--- config.mk ---
export PLATFORM = sky130hd
export DESIGN_NAME = delta_sample_playback_channel_unit
export DESIGN_NICKNAME = d
export VERILOG_FILES = /design/src/sv/dspc_pkg.sv /design/src/sv/delta_sample_playback_channel_unit.sv
export SDC_FILE = /design/constraint.sdc
export NUM_CORES = 1
export LEC_CHECK = 0
export ABC_AREA = 1
export BUFFER_PORTS_ARGS = -buffer_cell sky130_fd_sc_hd__buf_2
export CAP_MARGIN = 40
export CORE_MARGIN = 5
export CORE_UTILIZATION = 29
export DETAILED_ROUTE_END_ITERATION = 6
export SYNTH_ARGS = -nofsm -noshare
export SYNTH_HDL_FRONTEND = slang
export SYNTH_SLANG_ARGS = --single-unit
--- constraint.sdc ---
create_clock -name clock -period 3.4 [get_ports clock]
set_input_delay 0.68 -clock clock [delete_from_list [all_inputs] [get_ports clock]]
set_output_delay 0.68 -clock clock [all_outputs]
set_load 0.01 [all_outputs]
--- src/sv/dspc_pkg.sv ---
// ----------------------------------------------------------------------------
// Delta sample playback channel package
// Command codes, register indexes, field widths and address constants that
// the channel unit shares.
// ----------------------------------------------------------------------------
package dspc_pkg;

   // Field widths.
   localparam int CommandWidth = 2;
   localparam int ValueWidth   = 8;
   localparam int LevelWidth   = 7;
   localparam int AddrWidth    = 16;
   localparam int TimerWidth   = 10;
   localparam int CountWidth   = 12;
   localparam int BitsWidth    = 4;
   localparam int CsrIndexWidth = 2;
   localparam int CsrDataWidth  = 10;

   // Input beat commands.
   typedef enum logic [CommandWidth-1:0] {
      CMD_TICK       = 2'd0,
      CMD_ENABLE     = 2'd1,
      CMD_LOAD_LEVEL = 2'd2,
      CMD_MEM_BYTE   = 2'd3
   } command_type;

   // Configuration register indexes.
   typedef enum logic [CsrIndexWidth-1:0] {
      CSR_RATE_PERIOD = 2'd0,
      CSR_LOOP_ENABLE = 2'd1,
      CSR_START_ADDR  = 2'd2,
      CSR_LENGTH      = 2'd3
   } csr_index_type;

   // Reset values and constants.
   localparam logic [TimerWidth-1:0] RatePeriodReset = 10'd428;
   localparam logic [AddrWidth-1:0]  SampleBase      = 16'hC000;
   localparam logic [AddrWidth-1:0]  WrapAddr        = 16'h8000;
   localparam logic [LevelWidth-1:0] LevelHighLimit  = 7'd125;
   localparam logic [LevelWidth-1:0] LevelStep       = 7'd2;
   localparam logic [BitsWidth-1:0]  BitsPerByte     = 4'd8;

   // Sample start address: base plus 64 times the register.
   function automatic logic [AddrWidth-1:0] start_address(input logic [7:0] start_byte);
      start_address = SampleBase + {2'b00, start_byte, 6'b000000};
   endfunction

   // Sample length: 16 times the register plus one.
   function automatic logic [CountWidth-1:0] sample_byte_count(input logic [7:0] length_byte);
      sample_byte_count = {length_byte, 4'b0000} + 12'd1;
   endfunction

endpackage

--- src/sv/delta_sample_playback_channel_unit.sv ---
// ----------------------------------------------------------------------------
// Delta sample playback channel unit
// Delta-modulation sample player with timer, shifter, one-byte sample
// buffer and memory reader, one result beat per input beat.
// ----------------------------------------------------------------------------
// The unit takes one input beat per clock cycle while the result side is not
// stalled, and returns exactly one result beat for each. An accepted beat
// waits in the input register until the result register is free; its timer,
// level, shifter and fetch update is then done in a single pass of logic into
// the result register, from which it is taken when the result side is ready.
// The input register and the result register are separate, so a new beat can
// be accepted while a finished result still waits, if the input register is empty.
// Configuration writes take effect at once and are expected only while no beat
// is in flight.
module delta_sample_playback_channel_unit (
   input  logic                                 clock,
   input  logic                                 reset,
   // Input channel.
   input  logic                                 req_valid,
   output logic                                 req_ready,
   input  logic [dspc_pkg::CommandWidth-1:0]    req_command,
   input  logic [dspc_pkg::ValueWidth-1:0]      req_value,
   // Result channel.
   output logic                                 rsp_valid,
   input  logic                                 rsp_ready,
   output logic [dspc_pkg::LevelWidth-1:0]      rsp_dac_level,
   output logic                                 rsp_fetch_request,
   output logic [dspc_pkg::AddrWidth-1:0]       rsp_fetch_addr,
   output logic                                 rsp_busy_res,
   // Configuration port.
   input  logic                                 csr_write_enable,
   input  logic [dspc_pkg::CsrIndexWidth-1:0]   csr_index,
   input  logic [dspc_pkg::CsrDataWidth-1:0]    csr_data
);
   import dspc_pkg::*;

   // Configuration registers.
   logic [TimerWidth-1:0] rate_period_ff;
   logic                  loop_enable_ff;
   logic [7:0]            start_addr_byte_ff;
   logic [7:0]            length_byte_ff;

   // Input register.
   logic                  in_valid_ff;
   command_type           in_command_ff;
   logic [ValueWidth-1:0] in_value_ff;

   // Channel state and its next values.
   logic [TimerWidth-1:0] timer_count_ff,     timer_count_in;
   logic [7:0]            shifter_ff,         shifter_in;
   logic [BitsWidth-1:0]  bits_left_ff,       bits_left_in;
   logic                  silent_flag_ff,     silent_flag_in;
   logic [LevelWidth-1:0] level_ff,           level_in;
   logic [7:0]            sample_buffer_ff,   sample_buffer_in;
   logic                  buffer_full_ff,     buffer_full_in;
   logic                  fetch_pending_ff,   fetch_pending_in;
   logic [AddrWidth-1:0]  current_address_ff, current_address_in;
   logic [CountWidth-1:0] bytes_left_ff,      bytes_left_in;

   // Result register and its next values.
   logic                  rsp_valid_ff;
   logic [LevelWidth-1:0] rsp_dac_level_ff;
   logic                  rsp_fetch_request_ff, rsp_fetch_request_in;
   logic [AddrWidth-1:0]  rsp_fetch_addr_ff,    rsp_fetch_addr_in;
   logic                  rsp_busy_res_ff;

   logic                  step;
   logic [AddrWidth-1:0]  addr_next;
   logic [CountWidth-1:0] bytes_after_cmd;
   logic                  buffer_after_cmd;
   logic                  pending_after_cmd;

   // A beat in the input register is processed when the result register is free.
   assign step      = in_valid_ff && (!rsp_valid_ff || rsp_ready);
   assign req_ready = !in_valid_ff || step;

   // Configuration writes.
   always_ff @(posedge clock) begin
      if (reset) begin
         rate_period_ff     <= RatePeriodReset;
         loop_enable_ff     <= 1'b0;
         start_addr_byte_ff <= '0;
         length_byte_ff     <= '0;
      end else if (csr_write_enable) begin
         unique case (csr_index_type'(csr_index))
            CSR_RATE_PERIOD: rate_period_ff     <= csr_data;
            CSR_LOOP_ENABLE: loop_enable_ff     <= csr_data[0];
            CSR_START_ADDR:  start_addr_byte_ff <= csr_data[7:0];
            CSR_LENGTH:      length_byte_ff     <= csr_data[7:0];
            default: ;
         endcase
      end
   end

   // Input register.
   always_ff @(posedge clock) begin
      if (reset) begin
         in_valid_ff <= 1'b0;
      end else if (req_ready) begin
         in_valid_ff <= req_valid;
      end
   end

   always_ff @(posedge clock) begin
      if (req_valid && req_ready) begin
         in_command_ff <= command_type'(req_command);
         in_value_ff   <= req_value;
      end
   end

   // Command handling and the memory reader, one pass per beat.
   always_comb begin
      timer_count_in       = timer_count_ff;
      shifter_in           = shifter_ff;
      bits_left_in         = bits_left_ff;
      silent_flag_in       = silent_flag_ff;
      level_in             = level_ff;
      sample_buffer_in     = sample_buffer_ff;
      buffer_full_in       = buffer_full_ff;
      fetch_pending_in     = fetch_pending_ff;
      current_address_in   = current_address_ff;
      bytes_left_in        = bytes_left_ff;
      rsp_fetch_request_in = 1'b0;
      rsp_fetch_addr_in    = '0;
      addr_next            = current_address_ff + 16'd1;

      unique case (in_command_ff)
         CMD_TICK: begin
            if (timer_count_ff != '0) begin
               timer_count_in = timer_count_ff - 10'd1;
            end else begin
               // Timer expiry: output one bit and advance the shifter.
               timer_count_in = rate_period_ff;
               if (!silent_flag_ff) begin
                  if (shifter_ff[0]) begin
                     if (level_ff <= LevelHighLimit) level_in = level_ff + LevelStep;
                  end else begin
                     if (level_ff >= LevelStep) level_in = level_ff - LevelStep;
                  end
               end
               shifter_in = {1'b0, shifter_ff[7:1]};
               if (bits_left_ff <= 4'd1) begin
                  bits_left_in = BitsPerByte;
                  if (buffer_full_ff) begin
                     shifter_in     = sample_buffer_ff;
                     buffer_full_in = 1'b0;
                     silent_flag_in = 1'b0;
                  end else begin
                     silent_flag_in = 1'b1;
                  end
               end else begin
                  bits_left_in = bits_left_ff - 4'd1;
               end
            end
         end
         CMD_ENABLE: begin
            if (in_value_ff[0]) begin
               if (bytes_left_ff == '0) begin
                  current_address_in = start_address(start_addr_byte_ff);
                  bytes_left_in      = sample_byte_count(length_byte_ff);
               end
            end else begin
               bytes_left_in = '0;
            end
         end
         CMD_LOAD_LEVEL: begin
            level_in = in_value_ff[LevelWidth-1:0];
         end
         CMD_MEM_BYTE: begin
            if (fetch_pending_ff) begin
               sample_buffer_in = in_value_ff;
               buffer_full_in   = 1'b1;
               fetch_pending_in = 1'b0;
            end
         end
         default: ;
      endcase

      bytes_after_cmd   = bytes_left_in;
      buffer_after_cmd  = buffer_full_in;
      pending_after_cmd = fetch_pending_in;
      addr_next         = current_address_in + 16'd1;

      // Issue a fetch when the buffer is empty, no fetch is pending and bytes remain.
      if (bytes_after_cmd != '0 && !buffer_after_cmd && !pending_after_cmd) begin
         rsp_fetch_request_in = 1'b1;
         rsp_fetch_addr_in    = current_address_in;
         fetch_pending_in     = 1'b1;
         current_address_in   = (addr_next == '0) ? WrapAddr : addr_next;
         bytes_left_in        = bytes_after_cmd - 12'd1;
         if (bytes_left_in == '0 && loop_enable_ff) begin
            current_address_in = start_address(start_addr_byte_ff);
            bytes_left_in      = sample_byte_count(length_byte_ff);
         end
      end
   end

   // Channel state update.
   always_ff @(posedge clock) begin
      if (reset) begin
         timer_count_ff     <= '0;
         shifter_ff         <= '0;
         bits_left_ff       <= BitsPerByte;
         silent_flag_ff     <= 1'b1;
         level_ff           <= '0;
         buffer_full_ff     <= 1'b0;
         fetch_pending_ff   <= 1'b0;
         current_address_ff <= '0;
         bytes_left_ff      <= '0;
      end else if (step) begin
         timer_count_ff     <= timer_count_in;
         shifter_ff         <= shifter_in;
         bits_left_ff       <= bits_left_in;
         silent_flag_ff     <= silent_flag_in;
         level_ff           <= level_in;
         buffer_full_ff     <= buffer_full_in;
         fetch_pending_ff   <= fetch_pending_in;
         current_address_ff <= current_address_in;
         bytes_left_ff      <= bytes_left_in;
      end
   end

   // The sample buffer holds data only, no reset.
   always_ff @(posedge clock) begin
      if (step) begin
         sample_buffer_ff <= sample_buffer_in;
      end
   end

   // Result register.
   always_ff @(posedge clock) begin
      if (reset) begin
         rsp_valid_ff <= 1'b0;
      end else if (step) begin
         rsp_valid_ff <= 1'b1;
      end else if (rsp_ready) begin
         rsp_valid_ff <= 1'b0;
      end
   end

   always_ff @(posedge clock) begin
      if (step) begin
         rsp_dac_level_ff     <= level_in;
         rsp_fetch_request_ff <= rsp_fetch_request_in;
         rsp_fetch_addr_ff    <= rsp_fetch_addr_in;
         rsp_busy_res_ff      <= (bytes_left_in != '0);
      end
   end

   assign rsp_valid         = rsp_valid_ff;
   assign rsp_dac_level     = rsp_dac_level_ff;
   assign rsp_fetch_request = rsp_fetch_request_ff;
   assign rsp_fetch_addr    = rsp_fetch_addr_ff;
   assign rsp_busy_res      = rsp_busy_res_ff;

   // The buffer is only filled by answering an outstanding fetch.
   a_pending_buffer_exclusive: assert property (@(posedge clock) disable iff (reset)
      !(fetch_pending_ff && buffer_full_ff))
      else $error("fetch pending while sample buffer is full");

   // The shifter bit counter stays between one and eight.
   a_bits_left_range: assert property (@(posedge clock) disable iff (reset)
      (bits_left_ff != '0) && (bits_left_ff <= BitsPerByte))
      else $error("bits_left out of range");

   // A result without a fetch carries a zero address.
   a_idle_addr_zero: assert property (@(posedge clock) disable iff (reset)
      rsp_valid && !rsp_fetch_request |-> rsp_fetch_addr == '0)
      else $error("fetch address set without a fetch request");

   // Issuing a fetch leaves a request outstanding.
   a_fetch_sets_pending: assert property (@(posedge clock) disable iff (reset)
      step && rsp_fetch_request_in |=> fetch_pending_ff)
      else $error("fetch issued but not recorded as pending");

   // A processed beat always yields a result beat.
   a_step_gives_result: assert property (@(posedge clock) disable iff (reset)
      step |=> rsp_valid)
      else $error("processed beat produced no result");

endmodule
==> metrics.yaml <==
timing:
  period_minus_slack_ns: 3.186
  clock_skew_ns: 0.01013
  setup_slack_ns: 0.2139
  setup_viol: 0
  max_freq_mhz: 313.9
  maxSlewHeadroom_pct: 47.88
  finalHoldViolCount: 0
  whs_ns: 0.4322
  maxSlewViolCount: 0
  worst_slew_pin_slew_ns: 0.7789
  min_period_over_period_pct: 93.71
global_routing:
  grt_max_degree: 40
  antenna_found_initial: 0
  grt_pass1_wl_mm: 33.23
  track_usage_pct: 14.66
  grt_pass1_vias: 6349
  gr-total-overflow: 0
status:
  outcome: "finished, final reports clean"
floorplanning:
  rows: 58
  ios: 54
  die_h_um: 168.2
  die_x_um: 168.2
  die_area_um2: 28300
  core_area_um2: 24890
  initial_core_util_pct: 29.17
clocking:
  clk_path_buf_depth: 2
  insertion_delay_ns: 0.43
  cts_buffers: 17
  cts_root_buffer: "clkbuf_16"
  cts_sinks: 132
  htreeDepth: 4
  cts_tree: "done"
  clk_pin_slew_ns: 0.06
routing:
  post_drt_wl_per_cell_um: 14.87
  dr.pass1.iters: 5
  first_iter_violations: 559
  antenna_left: 0
  via_per_inst: 4.786
  dr_total_vias: 6695
  remaining_drc_errors: 0
  finalWirelength_mm: 20.81
power_and_ir_drop:
  finalPower_mw: 4.810
  irDropWorstVdd_mv: 0.2960
  p_per_area_nw_per_um2: 552.5
  p_leak_nw: 3.745
worst_setup_path:
  crit_fanout: 9
  cp.arrival_ns: 3.36
  worstSetupPathType: "reg2reg"
  startpoint_type: "flop"
  endpoint_kind: "flop"
  required_ns: 3.58
synthesis:
  synth_xor_area_share_pct: 0.8444
  synth-compound-area-share_pct: 19.21
  synth_ff_type: "dfxtp_1"
  synthMuxAreaShare_pct: 0
  synth_area_um2: 7261
  synth_edf_count: 43
  synth-seq-cells: 132
  syn_avg_cell_area_um2: 7.334
  synth_cell_types: 50
  synth_cells: 990
  synthAdderAreaFrac_pct: 2.240
  yosys.area_share.simple_pct: 26.07
  synth_top_family_by_area: "simple AND/OR/NAND/NOR gates"
  ys_seq_area_share_pct: 42.32
  synth_warnings: 0
  syn_nets: 1030
  ys_async_sr_fraction_pct: 0
placement:
  placedCellCount: 1361
  io_buffers: 53
  hpwlAfterDp_mm: 15.23
  place.gp.congestion: 0.9478
  pre_cts_ws_ns: -0.01582
layout:
  layout-drive-gt1-share_pct: 17.03
  finalNonFillerCells: 1399
  final_net_count: 1096
  n_antenna_cell: 0
  syn2layout_area_growth_pct: 19.90
  fillers: 2603
run:
  drv_cap: 0
min_path:
  hold_class: "in2reg"
-- worst paths after layout --
path / start / endpoint / slack, ns / cells after the start
worst max-delay path: in_command_ff[1] / rsp_busy_res / 0.21 / 22
worst min-delay path: req_value[7] / in_value_ff[7] / 0.43 / 1
worst max register to register: in_command_ff[1] / rsp_busy_res / 0.21 / 22
worst min register to register: in_value_ff[7] / sample_buffer_ff[7] / 0.44 / 0
-- per-stage QoR --
step	area [um^2]	utilization, %	TNS [ns]
after global routing	8706	34.98	-0.004660
after global placement	7928	31.85	0
after CTS	8630	34.67	0
after floorplan	7261	-	0
after detailed placement	7960	31.98	-0.03064
final	8706	34.98	0
-- registers in the layout (all words and copies together), names as in the netlist, 10 cells and up --
name / cells
bytes_left_ff: 12
rate_period_ff: 10
timer_count_ff: 10
current_address_ff: 16
rsp_fetch_addr: 16
-- synth_stat cells, drive strengths merged (4+ instances only) --
cell | number | area (um^2)
buf | 9 | 71.31
a22oi | 5 | 42.54
inv | 134 | 503.0
dfxtp | 89 | 1782
nand4 | 14 | 93.84
a21oi | 105 | 544.3
ha | 13 | 162.7
xor2 | 7 | 61.31
edfxtp | 43 | 1291
nand3 | 58 | 317.8
a211oi | 4 | 30.03
clkbuf | 26 | 97.59
nand2 | 219 | 877.1
nor2 | 106 | 486.7
o21ai | 119 | 606.8
o211ai | 8 | 70.06
nor3 | 12 | 65.06
-- metal layers --
layer | track usage [%] | wire (um) | up-vias | share of wire, %
li1 | - | - | 3406 | -
met1 | 18.48 | 9435 | 3099 | 45
met2 | 24.56 | 9939 | 147 | 48
met3 | 2.747 | 720 | 43 | 3.5
met4 | 6.281 | 714 | 0 | 3.4
met5 | 0 | 0 | - | 0
-- cell families after synthesis --
family,after synthesis
AND/OR/NAND/NOR,415
AO/OA/AOI/OAI,253
buffers and inverters,170
flip-flops,132
adder cells (fa/ha/maj),13
XOR/XNOR,7
-- power by group --
group          switching (mW)  internal (mW)  total (mW)  leakage [nW]
clock                   0.708           1.29        2.00         0.330
sequential             0.0618           1.73        1.79          1.13
combinational           0.688          0.330        1.02          2.28
-- critical path, cell delays in order (launching register included) --
cell,delay (ns)
edfxtp_1,0.40
inv_1,0.13
ha_4,0.18
inv_2,0.06
nor2_4,0.09
inv_2,0.10
nand2_2,0.13
ha_1,0.20
nand3_1,0.15
nand3b_4,0.21
nor2_2,0.13
nor2_1,0.07
nor2_2,0.19
nand3_1,0.15
nor2_4,0.16
buf_4,0.14
nand3_1,0.06
nand3_1,0.08
nand2_1,0.06
inv_1,0.05
nand2_1,0.04
nor2_1,0.09
nand2_1,0.06
-- layout by cell type (no fill, tap or decap), types with 3 or more instances in the layout --
cell and instances:
o21ai_2 3, edfxtp_1 43, nand3_1 53, inv_1 119, buf_4 25, buf_2 54, nand4_1 13, clkbuf_16 21
clkinv_4 3, nor2_1 89, clkinv_2 3, o211ai_1 6, nand2_2 10, dfxtp_1 89, xor2_1 7, a21oi_1 102
ha_1 12, inv_2 15, nand3_2 4, a211oi_1 4, nor3_1 11, a22oi_1 4, o21ai_1 18, nand2_4 5
nor2_4 8, nor2_2 8, o21ai_0 98, nand2_1 204
-- area by class of cell --
type / count / area [um^2] / share of cell area [%]
multi-input combinational: 688 / 3545 / 40.72
sequential: 132 / 3073 / 35.30
clock buffer: 23 / 553.0 / 6.352
timing repair buffer: 82 / 508.0 / 5.835
inverter: 135 / 506.7 / 5.821
tap: 330 / 412.9 / 4.743
clock inverter: 9 / 107.6 / 1.236
-- what timing repair did --
action                     4_1_cts  5_1_grt
buffers inserted                 0        6
pin swaps                        0        3
gates cloned                     0        0
setup endpoints to repair        9       34
hold buffers                     0        0
hold endpoints to repair         0        0
resized for setup                2        7
Note: power is estimated with default switching activity, not from simulation.
